**src/design/accel_average_scale_clamp_core_assert.svh**
```systemverilog
// Assertion macros shared by the core's modules.
// Every macro samples on clk and is disabled while arst_n is low.
`ifndef ACCEL_AVERAGE_SCALE_CLAMP_CORE_ASSERT_SVH
`define ACCEL_AVERAGE_SCALE_CLAMP_CORE_ASSERT_SVH

// Same-cycle implication.
`define AASC_ASSERT_NOW(lbl, ante, cons, msg) \
	lbl: assert property (@(posedge clk) disable iff (!arst_n) (ante) |-> (cons)) \
		else $error(msg);

// Next-cycle implication.
`define AASC_ASSERT_NEXT(lbl, ante, cons, msg) \
	lbl: assert property (@(posedge clk) disable iff (!arst_n) (ante) |=> (cons)) \
		else $error(msg);

`endif

```
**src/design/aasc_pkg.sv**
```systemverilog
`timescale 1ns / 1ps
package aasc_pkg;

	localparam int WORD_W    = 16;
	localparam int SAMPLE_SH = 4;
	localparam int SUM_W     = 20;
	localparam int COUNT_W   = 8;
	localparam int SENS_W    = 11;
	localparam int LEVEL_W   = 6;
	localparam int AXES      = 3;
	localparam int AXIS_W    = 2;
	localparam int AVG_W     = 12;
	localparam int SCALE_SH  = 5;
	localparam int DIV_CNT_W = 5;

	localparam int S_DATA_W = 48;
	localparam int M_DATA_W = 24;

	localparam int CFG_IDX_W  = 2;
	localparam int CFG_DATA_W = 11;

	localparam logic [CFG_IDX_W-1:0] CFG_SAMPLE_COUNT = 2'd0;
	localparam logic [CFG_IDX_W-1:0] CFG_SENSITIVITY  = 2'd1;

	localparam logic [COUNT_W-1:0] COUNT_RESET = 8'd8;
	localparam logic [SENS_W-1:0]  SENS_RESET  = 11'd1024;

	localparam logic [LEVEL_W-1:0] LEVEL_ZERO = 6'd32;
	localparam logic [LEVEL_W-1:0] LEVEL_MAX  = 6'd63;
	localparam logic [LEVEL_W-1:0] LEVEL_MIN  = 6'd0;

	localparam logic [AXIS_W-1:0] AXIS_LAST = 2'd2;

	typedef enum logic [2:0] {
		ST_IDLE,
		ST_AVG_START,
		ST_AVG_WAIT,
		ST_SCL_START,
		ST_SCL_WAIT,
		ST_LOAD
	} aasc_state_t;

	typedef struct packed {
		logic              acc_en;
		logic              div_start;
		logic              div_scale;
		logic              store_level;
		logic              load_out;
		logic [AXIS_W-1:0] axis;
	} aasc_cmd_t;

	typedef struct packed {
		logic last_sample;
		logic div_done;
		logic out_free;
	} aasc_sts_t;

endpackage

```
**src/design/aasc_div.sv**
```systemverilog
`timescale 1ns / 1ps
module aasc_div
	import aasc_pkg::*;
(
	input  logic              clk,
	input  logic              arst_n,
	input  logic              start,
	input  logic [SUM_W-1:0]  dividend,
	input  logic [SENS_W-1:0] divisor,
	output logic              done,
	output logic [SUM_W-1:0]  quotient
);

	localparam logic [DIV_CNT_W-1:0] LAST_STEP = DIV_CNT_W'(SUM_W - 1);

	logic [SUM_W-1:0]     dvd_q;
	logic [SENS_W-1:0]    rem_q;
	logic [SENS_W-1:0]    divr_q;
	logic [DIV_CNT_W-1:0] cnt_q;
	logic                 busy_q;
	logic                 done_q;
	logic [SENS_W:0]      trial;
	logic [SENS_W:0]      diff;
	logic                 fits;

	// Restoring step: one quotient bit per cycle, MSB first.
	assign trial = {rem_q, dvd_q[SUM_W-1]};
	assign fits  = trial >= {1'b0, divr_q};
	assign diff  = trial - {1'b0, divr_q};

	always_ff @(posedge clk or negedge arst_n) begin
		if (!arst_n) begin
			busy_q <= 1'b0;
			done_q <= 1'b0;
			cnt_q  <= '0;
		end else begin
			done_q <= 1'b0;
			if (start) begin
				busy_q <= 1'b1;
				cnt_q  <= '0;
			end else if (busy_q) begin
				if (cnt_q == LAST_STEP) begin
					busy_q <= 1'b0;
					done_q <= 1'b1;
				end else begin
					cnt_q <= cnt_q + 1'b1;
				end
			end
		end
	end

	always_ff @(posedge clk) begin
		if (start) begin
			dvd_q  <= dividend;
			rem_q  <= '0;
			divr_q <= divisor;
		end else if (busy_q) begin
			dvd_q <= {dvd_q[SUM_W-2:0], fits};
			rem_q <= fits ? diff[SENS_W-1:0] : trial[SENS_W-1:0];
		end
	end

	assign done     = done_q;
	assign quotient = dvd_q;

endmodule

```
**src/design/aasc_dp.sv**
```systemverilog
`timescale 1ns / 1ps
module aasc_dp
	import aasc_pkg::*;
(
	input  logic                  clk,
	input  logic                  arst_n,
	input  aasc_cmd_t             cmd,
	output aasc_sts_t             sts,
	input  logic [S_DATA_W-1:0]   s_tdata,
	input  logic                  cfg_valid,
	input  logic [CFG_IDX_W-1:0]  cfg_index,
	input  logic [CFG_DATA_W-1:0] cfg_data,
	output logic                  m_tvalid,
	input  logic                  m_tready,
	output logic [M_DATA_W-1:0]   m_tdata
);

	logic [COUNT_W-1:0]              count_q;
	logic [SENS_W-1:0]               sens_q;
	logic [AXES-1:0][SUM_W-1:0]      sum_q;
	logic [COUNT_W-1:0]              taken_q;
	logic [AXES-1:0][LEVEL_W-1:0]    level_q;
	logic [M_DATA_W-1:0]             out_data_q;
	logic                            out_valid_q;

	logic [AXES-1:0][SUM_W-1:0]      sample;
	logic [COUNT_W-1:0]              target;
	logic [SENS_W-1:0]               sens_eff;
	logic [SUM_W-1:0]                cur_sum;
	logic                            cur_neg;
	logic [SUM_W-1:0]                cur_mag;
	logic [SUM_W-1:0]                div_dividend;
	logic [SENS_W-1:0]               div_divisor;
	logic                            div_done;
	logic [SUM_W-1:0]                div_quo;
	logic [LEVEL_W-1:0]              level_next;

	always_comb begin
		for (int a = 0; a < AXES; a++) begin
			sample[a] = {{(SUM_W-AVG_W){s_tdata[a*WORD_W + WORD_W-1]}},
				s_tdata[a*WORD_W + SAMPLE_SH +: AVG_W]};
		end
	end

	// A zero register value behaves as one.
	assign target   = (count_q == '0) ? COUNT_W'(1) : count_q;
	assign sens_eff = (sens_q == '0) ? SENS_W'(1) : sens_q;

	always_ff @(posedge clk or negedge arst_n) begin
		if (!arst_n) begin
			count_q <= COUNT_RESET;
			sens_q  <= SENS_RESET;
		end else if (cfg_valid) begin
			case (cfg_index)
				CFG_SAMPLE_COUNT: count_q <= cfg_data[COUNT_W-1:0];
				CFG_SENSITIVITY:  sens_q  <= cfg_data;
				default: ;
			endcase
		end
	end

	always_ff @(posedge clk or negedge arst_n) begin
		if (!arst_n) begin
			sum_q   <= '0;
			taken_q <= '0;
		end else if (cmd.load_out) begin
			sum_q   <= '0;
			taken_q <= '0;
		end else if (cmd.acc_en) begin
			for (int a = 0; a < AXES; a++) begin
				sum_q[a] <= sum_q[a] + sample[a];
			end
			taken_q <= taken_q + 1'b1;
		end
	end

	assign cur_sum = sum_q[cmd.axis];
	assign cur_neg = cur_sum[SUM_W-1];
	assign cur_mag = cur_neg ? (~cur_sum + 1'b1) : cur_sum;

	// Average pass divides |sum| by samples taken; scale pass divides 32*|avg| by sensitivity.
	always_comb begin
		if (cmd.div_scale) begin
			div_dividend = {{(SUM_W-AVG_W-SCALE_SH){1'b0}}, div_quo[AVG_W-1:0],
				{SCALE_SH{1'b0}}};
			div_divisor  = sens_eff;
		end else begin
			div_dividend = cur_mag;
			div_divisor  = {{(SENS_W-COUNT_W){1'b0}}, taken_q};
		end
	end

	aasc_div u_div (
		.clk      (clk),
		.arst_n   (arst_n),
		.start    (cmd.div_start),
		.dividend (div_dividend),
		.divisor  (div_divisor),
		.done     (div_done),
		.quotient (div_quo)
	);

	always_comb begin
		if (cur_neg) begin
			level_next = (div_quo >= SUM_W'(LEVEL_ZERO)) ? LEVEL_MIN
				: LEVEL_ZERO - div_quo[LEVEL_W-1:0];
		end else begin
			level_next = (div_quo >= SUM_W'(LEVEL_MAX - LEVEL_ZERO)) ? LEVEL_MAX
				: LEVEL_ZERO + div_quo[LEVEL_W-1:0];
		end
	end

	always_ff @(posedge clk) begin
		if (cmd.store_level) begin
			level_q[cmd.axis] <= level_next;
		end
		if (cmd.load_out) begin
			out_data_q <= {{(M_DATA_W-AXES*LEVEL_W){1'b0}}, level_q[2], level_q[1], level_q[0]};
		end
	end

	always_ff @(posedge clk or negedge arst_n) begin
		if (!arst_n) begin
			out_valid_q <= 1'b0;
		end else if (cmd.load_out) begin
			out_valid_q <= 1'b1;
		end else if (m_tready) begin
			out_valid_q <= 1'b0;
		end
	end

	assign sts.last_sample = ({1'b0, taken_q} + 9'd1) >= {1'b0, target};
	assign sts.div_done    = div_done;
	assign sts.out_free    = !out_valid_q || m_tready;

	assign m_tvalid = out_valid_q;
	assign m_tdata  = out_data_q;

`include "accel_average_scale_clamp_core_assert.svh"

	`AASC_ASSERT_NOW(a_taken_no_wrap, cmd.acc_en, taken_q != '1, "sample counter about to wrap")
	`AASC_ASSERT_NEXT(a_load_clears, cmd.load_out, (taken_q == '0) && out_valid_q, "load did not clear block")

endmodule

```
**src/design/aasc_ctrl.sv**
```systemverilog
`timescale 1ns / 1ps
module aasc_ctrl
	import aasc_pkg::*;
(
	input  logic      clk,
	input  logic      arst_n,
	input  logic      s_tvalid,
	output logic      s_tready,
	input  aasc_sts_t sts,
	output aasc_cmd_t cmd
);

	aasc_state_t       state_q;
	aasc_state_t       state_next;
	logic [AXIS_W-1:0] axis_q;
	logic [AXIS_W-1:0] axis_next;

	always_comb begin
		state_next = state_q;
		axis_next  = axis_q;
		case (state_q)
			ST_IDLE: begin
				if (s_tvalid && sts.last_sample) begin
					state_next = ST_AVG_START;
					axis_next  = '0;
				end
			end
			ST_AVG_START: state_next = ST_AVG_WAIT;
			ST_AVG_WAIT: begin
				if (sts.div_done) state_next = ST_SCL_START;
			end
			ST_SCL_START: state_next = ST_SCL_WAIT;
			ST_SCL_WAIT: begin
				if (sts.div_done) begin
					if (axis_q == AXIS_LAST) begin
						state_next = ST_LOAD;
					end else begin
						state_next = ST_AVG_START;
						axis_next  = axis_q + 1'b1;
					end
				end
			end
			ST_LOAD: begin
				if (sts.out_free) state_next = ST_IDLE;
			end
			default: state_next = ST_IDLE;
		endcase
	end

	always_comb begin
		cmd             = '0;
		cmd.axis        = axis_q;
		s_tready        = 1'b0;
		case (state_q)
			ST_IDLE: begin
				s_tready   = 1'b1;
				cmd.acc_en = s_tvalid;
			end
			ST_AVG_START: cmd.div_start = 1'b1;
			ST_SCL_START: begin
				cmd.div_start = 1'b1;
				cmd.div_scale = 1'b1;
			end
			ST_SCL_WAIT: cmd.store_level = sts.div_done;
			ST_LOAD:     cmd.load_out    = sts.out_free;
			default: ;
		endcase
	end

	always_ff @(posedge clk or negedge arst_n) begin
		if (!arst_n) begin
			state_q <= ST_IDLE;
			axis_q  <= '0;
		end else begin
			state_q <= state_next;
			axis_q  <= axis_next;
		end
	end

`include "accel_average_scale_clamp_core_assert.svh"

	`AASC_ASSERT_NOW(a_done_when_waiting, sts.div_done, (state_q == ST_AVG_WAIT) || (state_q == ST_SCL_WAIT), "divider finished outside a wait state")
	`AASC_ASSERT_NOW(a_axis_range, state_q != ST_IDLE, axis_q <= AXIS_LAST, "axis index out of range")

endmodule

```
**src/design/accel_average_scale_clamp_core.sv**
```systemverilog
// Channel  Dir  Signals                       Content
// s        in   s_tvalid s_tready s_tdata     one accelerometer reading per word
// m        out  m_tvalid m_tready m_tdata     three tilt levels per block
// cfg      in   cfg_valid cfg_ready           register writes (index, data)
//
// A word that does not close a block is simply taken: sums and counter advance.
// After the word that closes a block, each axis runs two 20-step passes
// through the one shared serial divider.
// The result register parts the two sides: new words are taken while it waits.
// A closing word behind a waiting result stalls in the load step until m_tready.
// Reset clears sums and counter and loads sample_count 8 and sensitivity 1024.
`timescale 1ns / 1ps
module accel_average_scale_clamp_core
	import aasc_pkg::*;
(
	input  logic                  clk,
	input  logic                  arst_n,
	input  logic                  s_tvalid,
	output logic                  s_tready,
	input  logic [S_DATA_W-1:0]   s_tdata,  // [15:0] x_word, [31:16] y_word, [47:32] z_word
	output logic                  m_tvalid,
	input  logic                  m_tready,
	output logic [M_DATA_W-1:0]   m_tdata,  // [5:0] x_level, [11:6] y_level, [17:12] z_level
	input  logic                  cfg_valid,
	output logic                  cfg_ready,
	input  logic [CFG_IDX_W-1:0]  cfg_index,  // 0 sample_count, 1 sensitivity
	input  logic [CFG_DATA_W-1:0] cfg_data
);

	aasc_cmd_t cmd;
	aasc_sts_t sts;

	// Always ready; the user must keep the block idle when registers change, unchecked.
	assign cfg_ready = 1'b1;

	// Sequence accumulate, two divider passes per axis, and the output load.
	aasc_ctrl u_ctrl (
		.clk      (clk),
		.arst_n   (arst_n),
		.s_tvalid (s_tvalid),
		.s_tready (s_tready),
		.sts      (sts),
		.cmd      (cmd)
	);

	// Hold sums, config, divider, level clamp and the result register.
	aasc_dp u_dp (
		.clk       (clk),
		.arst_n    (arst_n),
		.cmd       (cmd),
		.sts       (sts),
		.s_tdata   (s_tdata),
		.cfg_valid (cfg_valid),
		.cfg_index (cfg_index),
		.cfg_data  (cfg_data),
		.m_tvalid  (m_tvalid),
		.m_tready  (m_tready),
		.m_tdata   (m_tdata)
	);

endmodule

```
**config.mk**
```make
export PLATFORM = sky130hd
export DESIGN_NAME = accel_average_scale_clamp_core
export DESIGN_NICKNAME = d
export VERILOG_FILES = /design/src/design/aasc_pkg.sv /design/src/design/aasc_div.sv /design/src/design/aasc_dp.sv /design/src/design/aasc_ctrl.sv /design/src/design/accel_average_scale_clamp_core.sv
export VERILOG_INCLUDE_DIRS = /design/src /design/src/design
export SDC_FILE = /design/constraint.sdc
export NUM_CORES = 1
export LEC_CHECK = 0
export BUFFER_PORTS_ARGS = -buffer_cell sky130_fd_sc_hd__buf_2
export CORE_ASPECT_RATIO = 0.6
export CORE_MARGIN = 5
export CORE_UTILIZATION = 41
export CTS_CLUSTER_DIAMETER = 60
export DETAILED_ROUTE_END_ITERATION = 6
export HOLD_SLACK_MARGIN = 0.08
export MAX_ROUTING_LAYER = met4
export PLACE_DENSITY_LB_ADDON = 0.12
export SLEW_MARGIN = 10
export SYNTH_ARGS = -nofsm -noshare
export SYNTH_HDL_FRONTEND = slang
export SYNTH_SLANG_ARGS = --single-unit
```
**constraint.sdc**
```tcl
create_clock -name clk -period 2.7 [get_ports clk]
set_clock_uncertainty 0.1 [all_clocks]
set_input_delay 0.675 -clock clk [delete_from_list [all_inputs] [get_ports clk]]
set_output_delay 0.675 -clock clk [all_outputs]
set_load 0.005 [all_outputs]
```
==> results of run 1 <==
-- cells in the mapped netlist (all sizes together), types with 4 or more instances --
cell type	n
and2	6
o21ai	137
o22ai	6
nand2b	15
a211oi	9
o2bb2ai	5
a21oi	93
mux2i	21
inv	55
dfxtp	11
a21o	26
a31oi	12
nor2	60
clkbuf	33
nand4	11
nand2	112
and4	4
edfxtp	67
or3	5
o31ai	11
fa	4
ha	84
o311ai	4
xor2	34
nor3b	4
mux2	26
xnor2	40
o211ai	4
nor3	27
nand3b	5
o21bai	7
nor4	12
a21boi	4
o21a	11
nor2b	13
and3	15
buf	16
nand3	16
dfrtp	98
a22o	10
or2	6
a22oi	6
-- worst reg2reg max path, stage by stage, from the launching register on --
cell      delay (ns)
dfrtp_1         0.41
ha_1            0.37
nand3_2         0.15
nor3_1          0.37
nor3_4          0.07
a211oi_2        0.32
o31a_1          0.18
o2111a_2        0.21
mux2_4          0.30
a211oi_2        0.15
a21oi_1         0.06
-- area by class of cell --
type                            instances  area [um2]
Tap cell                              367       459.2
Clock buffer                           20       436.7
Clock inverter                         12       125.1
Inverter                               56       210.2
Timing Repair Buffer                  278        1989
Sequential cell                       178        4738
Multi-Input combinational cell        905        6893
Fill cell                            2490       12490
-- power by group through the flow --
stage	Clock (mW)	Combinational, mW	Sequential (mW)
5_1_grt	2.64	0.552	2.89
3_5_place_dp	0	0.461	2.94
2_1_floorplan	0	0.253	2.92
3_3_place_gp	0	0.454	2.94
4_1_cts	2.51	0.478	2.88
6_report	2.45	0.498	2.88
-- worst max path at each step --
stage	slack, ns	start	endpoint
2_1_floorplan	-0.30	s_tdata[42]	u_dp.sum_q[59]
3_3_place_gp	-0.68	s_tdata[36]	u_dp.sum_q[58]
3_5_place_dp	-0.70	s_tdata[36]	u_dp.sum_q[58]
4_1_cts	-0.06	u_dp.sum_q[43]	u_dp.sum_q[59]
5_1_grt	-0.25	u_dp.sum_q[1]	u_dp.sum_q[19]
6_report	-0.1	u_dp.sum_q[47]	u_dp.sum_q[59]
-- repair_timing --
item	in CTS	in global routing
gates cloned	0	1
gates resized for setup	43	107
endpoints found under the setup margin	25	47
pin swaps	28	65
hold buffers	1	0
endpoints found under the hold margin	24	0
buffers inserted	9	19
-- sequential cells by signal, summed over array words and instances (netlist names) --
register	cells
u_ctrl.axis_q	2
u_ctrl.state_q	3
u_dp.count_q	8
u_dp.level_q	18
u_dp.m_tdata	18
u_dp.m_tvalid	1
u_dp.sens_q	11
u_dp.sum_q	60
u_dp.taken_q	8
u_dp.u_div.busy_q	1
u_dp.u_div.cnt_q	5
u_dp.u_div.divr_q	11
u_dp.u_div.done	1
u_dp.u_div.quotient	20
u_dp.u_div.rem_q	11
-- stage by stage --
step	util [%]	hold slack [ns]	setup TNS [ns]	worst slack (ns)
after global placement	49.37	0.3019	-11.44	-0.6842
after detailed placement	49.37	0.3045	-12.31	-0.7016
final	54.31	0.3198	-0.2009	-0.09514
after CTS	52.45	0.3209	-0.1257	-0.05531
after floorplan	-	0.2794	-0.5217	-0.3013
after global routing	54.31	0.3278	-1.814	-0.2498
-- logic make-up (layout without fill, tap and decap cells) --
family | count (synthesis) | count (layout) | share of synthesized area (%)
buffers and inverters | 105 | 366 | 3.840
xor gates and xnor gates | 74 | 74 | 5.732
adders and majority gates | 88 | 88 | 10.00
AOI/OAI and AO/OA | 374 | 374 | 20.45
DFF | 178 | 178 | 41.89
and+or+nand+nor | 315 | 315 | 13.53
other | 2 | 7 | 0.06642
muxes | 47 | 47 | 4.482
-- layer usage --
metal / track usage (%) / wire length (um)
met1: 32.35 / 16920
met2: 26.55 / 12870
met3: 4.633 / 1689
met4: 3.458 / 220
met5: - / 0
-- layout by cell type (no fill, tap or decap), types with 19 or more instances in the layout --
cell	n
nor3_1	22
nor2_1	56
mux2_2	22
a21o_1	26
ha_1	68
xor2_1	34
inv_1	51
mux2i_1	19
xnor2_1	38
edfxtp_1	67
buf_4	193
o21ai_1	21
a21oi_1	75
buf_2	72
o21ai_0	107
nand2_1	110
dfrtp_1	97
==> metrics.txt, run 1 <==
# TYPE chip_impl_metric gauge
chip_impl_metric{name="layout.cell_area.non_filler",unit="um2"} 14850
chip_impl_info{name="start_kind",value="flip-flop"} 1
chip_impl_metric{name="synth.yosys.seq_area_share",unit="%"} 41.89
chip_impl_metric{name="timing.final.ws_setup",unit="ns"} -0.09514
chip_impl_info{name="worst_path_dominant_cell_family",value="compound AO/OA/AOI/OAI gates"} 1
chip_impl_metric{name="track_usage",unit="%"} 20.42
chip_impl_metric{name="antenna_left",unit=""} 0
chip_impl_metric{name="vdd_ir_drop_max",unit="mV"} 0.3719
chip_impl_metric{name="max_stage_delay",unit="ns"} 0.41
chip_impl_metric{name="reg2reg_setup_slack",unit="ns"} -0.1
chip_impl_info{name="outcome",value="complete, but fails checks"} 1
chip_impl_metric{name="critical_path.max_fanout",unit=""} 3
chip_impl_metric{name="wire_length_of_the_first_global_routing_pass",unit="um"} 49600
chip_impl_metric{name="tritoncts_buffer_count",unit=""} 17
chip_impl_metric{name="netlist.area_leader.share",unit="%"} 21.69
chip_impl_metric{name="critical_path_cell_count",unit=""} 10
chip_impl_info{name="synth_flop_cell",value="dfrtp_1"} 1
chip_impl_metric{name="worst_hold_path.num_cells",unit=""} 0
chip_impl_info{name="failing_checks",value="setup timing"} 1
chip_impl_metric{name="detail_route.first_pass.iterations",unit=""} 5
chip_impl_metric{name="syn-mean-instance-area",unit="um2"} 9.558
chip_impl_metric{name="yosysWarnings",unit=""} 0
chip_impl_metric{name="ioPinCount",unit=""} 93
chip_impl_metric{name="async_flop_share",unit="%"} 56.18
chip_impl_info{name="min-delay-path-class",value="flip-flop to flip-flop"} 1
chip_impl_metric{name="arrival_time_of_the_worst_setup_path",unit="ns"} 3.03
chip_impl_metric{name="drt_initial_violations",unit=""} 681
chip_impl_metric{name="place_hpwl",unit="um"} 23410
chip_impl_metric{name="overall_overflow_remaining_after_global_route",unit=""} 0
chip_impl_metric{name="clkLatencyLatePin",unit="ns"} 0.45
chip_impl_metric{name="power.density",unit="nW/um2"} 392.6
chip_impl_info{name="grt_setup_unrepaired",value="yes"} 1
chip_impl_metric{name="htreeDepth",unit=""} 4
chip_impl_metric{name="p_int",unit="mW"} 4.376
chip_impl_metric{name="hold_violations",unit=""} 0
chip_impl_info{name="worst_hold_startpoint",value="u_dp.level_q[11]"} 1
chip_impl_metric{name="routed-via-count",unit=""} 9649
chip_impl_metric{name="max_slew_violation_count",unit=""} 0
chip_impl_metric{name="row_count",unit=""} 47
chip_impl_metric{name="synth_seq_cells",unit=""} 178
chip_impl_info{name="synth_largest_area_cell",value="dfrtp_1"} 1
chip_impl_metric{name="final.period_utilization",unit="%"} 103.5
chip_impl_info{name="worst_path_most_repeated_cell",value="a211oi_2"} 1
chip_impl_metric{name="avgRoutedWirePerCell",unit="um"} 17.45
chip_impl_metric{name="r2r.worst_path.cells",unit=""} 10
chip_impl_metric{name="cts_max_path_buffers",unit=""} 2
chip_impl_metric{name="pwr-share-seq",unit="%"} 49.4
chip_impl_metric{name="layout-drive-gt1-share",unit="%"} 31.40
chip_impl_metric{name="dieArea",unit="um2"} 31110
chip_impl_metric{name="synth-edff-count",unit=""} 67
chip_impl_info{name="cts.root.buffer_cell",value="clkbuf_16"} 1
chip_impl_metric{name="power",unit="mW"} 5.830
chip_impl_metric{name="area_growth",unit="%"} 31.35
chip_impl_metric{name="fp.dieW",unit="um"} 224.4
chip_impl_metric{name="globalplace.congestion",unit=""} 0.8755
chip_impl_info{name="worstReg2RegEnd",value="u_dp.sum_q[59]"} 1
chip_impl_metric{name="route.detailed.vias_per_inst",unit=""} 5.313
chip_impl_metric{name="cellLeakagePower",unit="nW"} 6.682
chip_impl_info{name="yosys-top-cells-area",value="dfrtp_1 (22%), edfxtp_1 (18%), ha_1 (9.3%)"} 1
chip_impl_metric{name="power.share.combinational",unit="%"} 8.5
chip_impl_metric{name="cp.required",unit="ns"} 2.93
chip_impl_metric{name="post_dp_cell_area",unit="um2"} 13500
chip_impl_metric{name="maxSlewHeadroom",unit="%"} 59.01
chip_impl_metric{name="power.net_switching",unit="mW"} 1.454
chip_impl_metric{name="clkTransAtPathRegs",unit="ns"} 0.07
chip_impl_info{name="tritoncts",value="built"} 1
chip_impl_metric{name="mappedNetlistArea",unit="um2"} 11310
chip_impl_info{name="critPathCaptureType",value="flip-flop"} 1
chip_impl_metric{name="power.switching_fraction",unit="%"} 24.94
chip_impl_metric{name="report.final.setup_viol",unit=""} 5
chip_impl_metric{name="clkPwrFrac",unit="%"} 42.0
chip_impl_metric{name="finalNetCount",unit=""} 1590
chip_impl_metric{name="critical_path.n_buffers_inverters",unit=""} 0
chip_impl_metric{name="floorplan.core_area",unit="um2"} 27350
chip_impl_metric{name="drt_drc_violations_left",unit=""} 0
chip_impl_metric{name="antenna_found_initial",unit=""} 0
chip_impl_metric{name="placed_cells_incl_taps",unit=""} 1758
chip_impl_info{name="hold_path_end",value="u_dp.m_tdata[11]"} 1
chip_impl_metric{name="peak_freq",unit="MHz"} 357.8
chip_impl_info{name="slowest_stage_cell_on_the_critical_path",value="dfrtp_1"} 1
chip_impl_metric{name="number_of_global_route_vias_before_repair",unit=""} 9081
chip_impl_info{name="cp_cell_sequence",value="ha_1, nand3_2, nor3_1, nor3_4, a211oi_2, o31a_1, o2111a_2, mux2_4, a211oi_2, a21oi_1"} 1
chip_impl_info{name="critical_path_class",value="flip-flop to flip-flop"} 1
chip_impl_metric{name="antenna_cells",unit=""} 0
chip_impl_metric{name="clock-sinks",unit=""} 178
chip_impl_metric{name="io_buffer_count",unit=""} 73
chip_impl_metric{name="die_height",unit="um"} 138.6
chip_impl_metric{name="final.min_clock_period",unit="ns"} 2.795
chip_impl_metric{name="initial_core_util",unit="%"} 41.35
chip_impl_metric{name="finish.cell_count_without_fillers",unit=""} 1816
chip_impl_metric{name="worst_slew_pin_slew",unit="ns"} 0.5994
chip_impl_metric{name="wl",unit="um"} 31690
chip_impl_metric{name="drv_cap",unit=""} 0
chip_impl_metric{name="post_synth_num_cell_types",unit=""} 73
chip_impl_metric{name="largest_net_degree_at_the_start_of_global_routing",unit=""} 54
chip_impl_info{name="critical_path.reg2reg.startpoint",value="u_dp.sum_q[47]"} 1
chip_impl_metric{name="postSynthCellCount",unit=""} 1183
Note: power is estimated with default switching activity, not from simulation.
==> run 2: changes to the inputs <==
--- a/config.mk
+++ b/config.mk
@@ -12,7 +12,7 @@
 export CORE_UTILIZATION = 41
 export CTS_CLUSTER_DIAMETER = 60
 export DETAILED_ROUTE_END_ITERATION = 6
-export HOLD_SLACK_MARGIN = 0.08
+export HOLD_SLACK_MARGIN = 0.15
 export MAX_ROUTING_LAYER = met4
 export PLACE_DENSITY_LB_ADDON = 0.12
 export SLEW_MARGIN = 10
==> constraint.sdc (replaced) <==
create_clock -name clk -period 2.7 [get_ports clk]
set_clock_uncertainty 0.1 [all_clocks]
set_input_delay 0.135 -clock clk [delete_from_list [all_inputs] [get_ports clk]]
set_output_delay 0.135 -clock clk [all_outputs]
set_load 0.005 [all_outputs]
==> metrics.txt, run 2 (synthesis results as in run 1) <==
# TYPE chip_impl_metric gauge
chip_impl_metric{name="finish.cell_count_without_fillers",unit=""} 1824
chip_impl_metric{name="max_ffs_per_register",unit=""} 60
chip_impl_info{name="grt_setup_unrepaired",value="yes"} 1
chip_impl_info{name="mostFrequentLayoutCell",value="buf_4"} 1
chip_impl_info{name="tritoncts",value="built"} 1
chip_impl_info{name="critPathCaptureType",value="flip-flop"} 1
chip_impl_metric{name="pwr-share-seq",unit="%"} 48.4
chip_impl_info{name="outcome",value="complete, but fails checks"} 1
chip_impl_metric{name="placed_cells_incl_taps",unit=""} 1709
chip_impl_metric{name="drt_initial_violations",unit=""} 705
chip_impl_metric{name="critical_path.n_buffers_inverters",unit=""} 0
chip_impl_info{name="slowest_stage_cell_on_the_critical_path",value="dfrtp_1"} 1
chip_impl_info{name="start_kind",value="flip-flop"} 1
chip_impl_metric{name="wire_length_of_the_first_global_routing_pass",unit="um"} 50810
chip_impl_metric{name="detail_route.first_pass.iterations",unit=""} 5
chip_impl_metric{name="nFillCells",unit=""} 2497
chip_impl_metric{name="clkTransAtPathRegs",unit="ns"} 0.07
chip_impl_metric{name="dieArea",unit="um2"} 31110
chip_impl_metric{name="globalplace.congestion",unit=""} 0.8927
chip_impl_metric{name="power.share.combinational",unit="%"} 9.1
chip_impl_metric{name="routed-via-count",unit=""} 9755
chip_impl_metric{name="cellLeakagePower",unit="nW"} 6.680
chip_impl_metric{name="overall_overflow_remaining_after_global_route",unit=""} 0
chip_impl_metric{name="clock-sinks",unit=""} 178
chip_impl_metric{name="power.density",unit="nW/um2"} 396.2
chip_impl_metric{name="maxSlewHeadroom",unit="%"} 58.47
chip_impl_info{name="critical_path_class",value="flip-flop to flip-flop"} 1
chip_impl_metric{name="area_growth",unit="%"} 33.05
chip_impl_metric{name="layout-drive-gt1-share",unit="%"} 28.28
chip_impl_info{name="worst_path_most_repeated_cell",value="a211oi_2"} 1
chip_impl_metric{name="critical_path.max_fanout",unit=""} 4
chip_impl_metric{name="io_buffer_count",unit=""} 73
chip_impl_metric{name="timing.setup.tns",unit="ns"} -0.2475
chip_impl_info{name="min-delay-path-class",value="primary input to async pin"} 1
chip_impl_metric{name="place_hpwl",unit="um"} 21920
chip_impl_info{name="setup.worst_path.start",value="u_dp.sum_q[48]"} 1
chip_impl_metric{name="power.switching_fraction",unit="%"} 25.59
chip_impl_metric{name="max_stage_delay",unit="ns"} 0.41
chip_impl_metric{name="final.min_clock_period",unit="ns"} 2.810
chip_impl_metric{name="drt_drc_violations_left",unit=""} 0
chip_impl_info{name="registers.top_by_ff_count",value="u_dp.sum_q"} 1
chip_impl_metric{name="row_count",unit=""} 47
chip_impl_metric{name="max_slew_violation_count",unit=""} 0
chip_impl_metric{name="report.final.setup_viol",unit=""} 7
chip_impl_metric{name="antenna_found_initial",unit=""} 0
chip_impl_metric{name="tritoncts_buffer_count",unit=""} 17
chip_impl_info{name="cp_cell_sequence",value="ha_4, and2_4, a311o_1, nor3_4, a211oi_2, o31a_1, o2111a_2, mux2_4, a211oi_2, a21oi_1"} 1
chip_impl_metric{name="largest_net_degree_at_the_start_of_global_routing",unit=""} 91
chip_impl_metric{name="drv_cap",unit=""} 0
chip_impl_metric{name="htreeDepth",unit=""} 4
chip_impl_metric{name="clkLatencyLatePin",unit="ns"} 0.45
chip_impl_metric{name="arrival_time_of_the_worst_setup_path",unit="ns"} 3.04
chip_impl_metric{name="cp.required",unit="ns"} 2.93
chip_impl_metric{name="die_height",unit="um"} 138.6
chip_impl_metric{name="wl",unit="um"} 31570
chip_impl_info{name="critical_path.reg2reg.startpoint",value="u_dp.sum_q[48]"} 1
chip_impl_metric{name="antenna_left",unit=""} 0
chip_impl_metric{name="track_usage",unit="%"} 20.77
chip_impl_info{name="failing_checks",value="setup timing"} 1
chip_impl_metric{name="clkPwrFrac",unit="%"} 42.5
chip_impl_metric{name="final_core_util",unit="%"} 55.02
chip_impl_metric{name="layout.cell_area.non_filler",unit="um2"} 15040
chip_impl_metric{name="hold_violations",unit=""} 0
chip_impl_metric{name="timing.final.ws_setup",unit="ns"} -0.1103
chip_impl_metric{name="floorplan.core_area",unit="um2"} 27350
chip_impl_metric{name="initial_core_util",unit="%"} 41.35
chip_impl_metric{name="fp.dieW",unit="um"} 224.4
chip_impl_info{name="worst_path_dominant_cell_family",value="compound AO/OA/AOI/OAI gates"} 1
chip_impl_metric{name="worst_hold_slack",unit="ns"} 0.1589
chip_impl_info{name="cts.root.buffer_cell",value="clkbuf_16"} 1
chip_impl_metric{name="worst_slew_pin_slew",unit="ns"} 0.6165
chip_impl_metric{name="reg2reg_setup_slack",unit="ns"} -0.11
chip_impl_metric{name="peak_freq",unit="MHz"} 355.8
chip_impl_metric{name="finalNetCount",unit=""} 1598
chip_impl_info{name="final_cell_mix",value="buf_4 (147), nand2_1 (111), o21ai_0 (110)"} 1
chip_impl_metric{name="power.net_switching",unit="mW"} 1.525
chip_impl_metric{name="cts_max_path_buffers",unit=""} 2
chip_impl_metric{name="ioPinCount",unit=""} 93
chip_impl_metric{name="post_dp_cell_area",unit="um2"} 13000
chip_impl_metric{name="p_int",unit="mW"} 4.436
chip_impl_metric{name="vdd_ir_drop_max",unit="mV"} 0.3418
chip_impl_metric{name="number_of_global_route_vias_before_repair",unit=""} 9396
chip_impl_metric{name="antenna_cells",unit=""} 0
chip_impl_metric{name="avgRoutedWirePerCell",unit="um"} 17.31
chip_impl_metric{name="route.detailed.vias_per_inst",unit=""} 5.348
chip_impl_metric{name="final.period_utilization",unit="%"} 104.1
## run 2: layer usage
metal,share of wire [%],track usage [%],vias up,routed length (um)
met5,0,-,-,0
met4,0.80,3.650,0,253
met3,4.5,3.639,23,1410
met2,42,28.15,178,13170
met1,53,32.53,4701,16740
li1,-,-,4853,-
## run 2: path summary, 6_finish.rpt
path / cells past startpoint / endpoint
max in group asynchronous: 3 / u_dp.sum_q[2]
setup reg to reg: 10 / u_dp.sum_q[59]
hold reg to reg: 0 / u_dp.m_tdata[14]
hold / removal: 3 / u_dp.sum_q[43]
min in group clk: 4 / u_dp.sum_q[47]
setup / recovery: 10 / u_dp.sum_q[59]
## run 2: final cells by class
type                       count  area (um2)  share of cell area [%]
multi-input combinational    905        6849                   45.53
clock inverter                15       167.7                   1.114
sequential                   178        4738                   31.50
clock buffer                  17       425.4                   2.828
tap                          367       459.2                   3.052
timing repair buffer         286        2192                   14.57
inverter                      56       212.7                   1.414
## run 2: timing repair
action,CTS,global route
cloned,1,1
gates resized for setup,62,106
hold buffers,54,0
endpoints found under the hold margin,141,0
setup buffers,16,15
endpoints found under the setup margin,28,67
pin swaps,41,67
## run 2: per-stage QoR
stage,total power [mW],setup slack (ns)
floorplan,3.165,-0.07025
CTS,5.977,-0.1273
global route,6.224,-0.2262
global placement,3.340,-0.3544
finish,5.961,-0.1103
detailed placement,3.346,-0.3458
## run 2: power by group through the flow
| stage | logic [mW] | registers (mW) | clock network (mW) |
|---|---|---|---|
| 6_report | 0.540 | 2.89 | 2.54 |
| 5_1_grt | 0.601 | 2.89 | 2.73 |
| 4_1_cts | 0.501 | 2.88 | 2.60 |
| 3_5_place_dp | 0.412 | 2.93 | 0 |
| 3_3_place_gp | 0.407 | 2.93 | 0 |
| 2_1_floorplan | 0.244 | 2.92 | 0 |
## run 2: worst min-delay path: cells and delay by family
family   cells  cell delay (ns)
buf+inv      3             1.00
==> run 3: changes to the inputs <==
--- a/config.mk
+++ b/config.mk
@@ -12,6 +12,7 @@
 export CORE_UTILIZATION = 41
 export CTS_CLUSTER_DIAMETER = 60
 export DETAILED_ROUTE_END_ITERATION = 6
+export GPL_TIMING_DRIVEN = 0
 export HOLD_SLACK_MARGIN = 0.15
 export MAX_ROUTING_LAYER = met4
 export PLACE_DENSITY_LB_ADDON = 0.12
==> metrics.txt, run 3 (synthesis results as in run 1) <==
# TYPE chip_impl_metric gauge
chip_impl_info{name="outcome",value="complete, but fails checks"} 1
chip_impl_info{name="failing_checks",value="setup timing"} 1
chip_impl_metric{name="largest_net_degree_at_the_start_of_global_routing",unit=""} 64
chip_impl_metric{name="power.switching_fraction",unit="%"} 25.79
chip_impl_metric{name="max_slew_violation_count",unit=""} 0
chip_impl_metric{name="r2r.worst_path.cells",unit=""} 10
chip_impl_metric{name="antenna_cells",unit=""} 0
chip_impl_metric{name="clkPwrFrac",unit="%"} 42.8
chip_impl_metric{name="timing.final.ws_setup",unit="ns"} -0.1743
chip_impl_info{name="grt_setup_unrepaired",value="yes"} 1
chip_impl_metric{name="power.share.combinational",unit="%"} 8.6
chip_impl_metric{name="vdd_ir_drop_max",unit="mV"} 0.3440
chip_impl_metric{name="critical_path.max_fanout",unit=""} 3
chip_impl_metric{name="avgRoutedWirePerCell",unit="um"} 18.67
chip_impl_info{name="critPathCaptureType",value="flip-flop"} 1
chip_impl_metric{name="cts_max_path_buffers",unit=""} 2
chip_impl_metric{name="htreeDepth",unit=""} 4
chip_impl_metric{name="antenna_found_initial",unit=""} 1
chip_impl_metric{name="overall_overflow_remaining_after_global_route",unit=""} 0
chip_impl_metric{name="floorplan.core_area",unit="um2"} 27350
chip_impl_info{name="mostFrequentLayoutCell",value="nand2_1"} 1
chip_impl_info{name="tritoncts",value="built"} 1
chip_impl_metric{name="clock-sinks",unit=""} 178
chip_impl_metric{name="number_of_global_route_vias_before_repair",unit=""} 9426
chip_impl_metric{name="power.density",unit="nW/um2"} 399.5
chip_impl_metric{name="io_buffer_count",unit=""} 73
chip_impl_info{name="min-delay-path-class",value="primary input to flip-flop"} 1
chip_impl_metric{name="report.final.setup_viol",unit=""} 19
chip_impl_metric{name="globalplace.congestion",unit=""} 0.8935
chip_impl_metric{name="clkLatencyLatePin",unit="ns"} 0.46
chip_impl_info{name="worst_setup_path_endpoint",value="u_dp.sum_q[59]"} 1
chip_impl_metric{name="area_growth",unit="%"} 31.29
chip_impl_info{name="final_cell_mix",value="nand2_1 (110), o21ai_0 (95), dfrtp_1 (94)"} 1
chip_impl_info{name="cts.root.buffer_cell",value="clkbuf_16"} 1
chip_impl_metric{name="pwr-share-seq",unit="%"} 48.6
chip_impl_metric{name="antenna_left",unit=""} 0
chip_impl_info{name="registers.top_by_ff_count",value="u_dp.sum_q"} 1
chip_impl_metric{name="wire_length_of_the_first_global_routing_pass",unit="um"} 52720
chip_impl_metric{name="drt_drc_violations_left",unit=""} 0
chip_impl_metric{name="max_ffs_per_register",unit=""} 60
chip_impl_metric{name="placed_cells_incl_taps",unit=""} 1630
chip_impl_metric{name="initial_core_util",unit="%"} 41.35
chip_impl_metric{name="arrival_time_of_the_worst_setup_path",unit="ns"} 3.11
chip_impl_metric{name="dieArea",unit="um2"} 31110
chip_impl_metric{name="row_count",unit=""} 47
chip_impl_info{name="critical_path_class",value="flip-flop to flip-flop"} 1
chip_impl_metric{name="reg2reg_setup_slack",unit="ns"} -0.17
chip_impl_metric{name="power.net_switching",unit="mW"} 1.530
chip_impl_info{name="critical_path.reg2reg.startpoint",value="u_dp.sum_q[46]"} 1
chip_impl_metric{name="hold_violations",unit=""} 0
chip_impl_metric{name="timing.setup.tns",unit="ns"} -1.192
chip_impl_metric{name="cellLeakagePower",unit="nW"} 6.444
chip_impl_metric{name="routed-via-count",unit=""} 9852
chip_impl_metric{name="detail_route.first_pass.iterations",unit=""} 5
chip_impl_metric{name="place_hpwl",unit="um"} 23630
chip_impl_metric{name="finish.cell_count_without_fillers",unit=""} 1794
chip_impl_metric{name="final.min_clock_period",unit="ns"} 2.874
chip_impl_info{name="worstReg2RegEnd",value="u_dp.sum_q[59]"} 1
chip_impl_metric{name="finalNetCount",unit=""} 1568
chip_impl_metric{name="route.detailed.vias_per_inst",unit=""} 5.492
chip_impl_metric{name="die_height",unit="um"} 138.6
chip_impl_metric{name="wl",unit="um"} 33490
chip_impl_metric{name="worst_slew_pin_slew",unit="ns"} 0.9829
chip_impl_metric{name="clkTransAtPathRegs",unit="ns"} 0.08
chip_impl_metric{name="tritoncts_buffer_count",unit=""} 17
chip_impl_metric{name="dp_worst_setup_slack",unit="ns"} -0.6239
chip_impl_metric{name="final.period_utilization",unit="%"} 106.5
chip_impl_info{name="setup.worst_path.start",value="u_dp.sum_q[46]"} 1
chip_impl_metric{name="nFillCells",unit=""} 2471
chip_impl_metric{name="drt_initial_violations",unit=""} 747
chip_impl_metric{name="p_int",unit="mW"} 4.401
chip_impl_metric{name="ioPinCount",unit=""} 93
chip_impl_metric{name="track_usage",unit="%"} 21.94
chip_impl_info{name="start_kind",value="flip-flop"} 1
chip_impl_metric{name="maxSlewHeadroom",unit="%"} 34.23
chip_impl_metric{name="drv_cap",unit=""} 0
chip_impl_metric{name="fp.dieW",unit="um"} 224.4
chip_impl_metric{name="cp.required",unit="ns"} 2.94
chip_impl_metric{name="peak_freq",unit="MHz"} 347.9
chip_impl_metric{name="layout-drive-gt1-share",unit="%"} 26.56
[run 3: worst min path at each step]
stage | slack (ns) | startpoint | end | cells after the start
detailed placement | -0.02 | arst_n | u_dp.sum_q[1] | 1
finish | 0.14 | s_tdata[43] | u_dp.sum_q[48] | 5
CTS | 0.15 | s_tdata[41] | u_dp.sum_q[45] | 5
global placement | 0.27 | cfg_data[9] | u_dp.sens_q[9] | 2
floorplan | -0.26 | arst_n | u_ctrl.axis_q[0] | 0
global route | 0.19 | s_tdata[38] | u_dp.sum_q[43] | 4
[run 3: power by group through the flow]
stage | clock (mW) | sequential (mW) | combinational [mW]
floorplan | 0 | 2.92 | 0.244
global placement | 0 | 2.93 | 0.377
detailed placement | 0 | 2.94 | 0.391
CTS | 2.60 | 2.88 | 0.490
global route | 2.70 | 2.89 | 0.569
finish | 2.54 | 2.88 | 0.510
[run 3: final cells by class]
class / count / area (um2) / area share, %
multi-input combinational: 905 / 6948 / 46.80
sequential: 178 / 4742 / 31.94
tap: 367 / 459.2 / 3.093
timing repair buffer: 207 / 1609 / 10.84
inverter: 56 / 215.2 / 1.450
clock buffer: 18 / 429.2 / 2.891
buffer: 49 / 295.3 / 1.989
clock inverter: 14 / 147.6 / 0.9945
[run 3: through the flow]
step | power, mW | utilization, % | hold slack (ns) | area [um2]
4_1_cts | 5.968 | 52.29 | 0.1502 | 14300
3_3_place_gp | 3.311 | 44.59 | 0.2701 | 12190
6_report | 5.931 | 54.29 | 0.1354 | 14850
3_5_place_dp | 3.326 | 44.78 | -0.01995 | 12250
5_1_grt | 6.159 | 54.29 | 0.1901 | 14850
2_1_floorplan | 3.165 | - | -0.2606 | 11370
[run 3: worst max-delay path, stage by stage (launching register included)]
cell      delay [ns]
dfrtp_1         0.43
ha_4            0.24
a21o_1          0.17
a311o_1         0.40
nor3_4          0.24
a211oi_4        0.13
o31a_1          0.28
o2111a_2        0.27
mux2_4          0.30
a211oi_2        0.13
a21oi_1         0.05
[run 3: what timing repair did]
action / 4_1_cts / 5_1_grt
hold endpoints to repair: 148 / 0
endpoints found under the setup margin: 84 / 96
buffers inserted: 48 / 28
resized for setup: 128 / 118
pin swaps: 52 / 74
cloned: 2 / 0
hold buffers: 56 / 0
[run 3: layer usage]
metal / GRT usage, % / share of wire, % / up-vias
li1: - / - / 4791
met1: 33.40 / 52 / 4801
met2: 29.64 / 41 / 233
met3: 4.675 / 5.9 / 27
met4: 5.155 / 1.0 / 0
met5: - / 0 / -
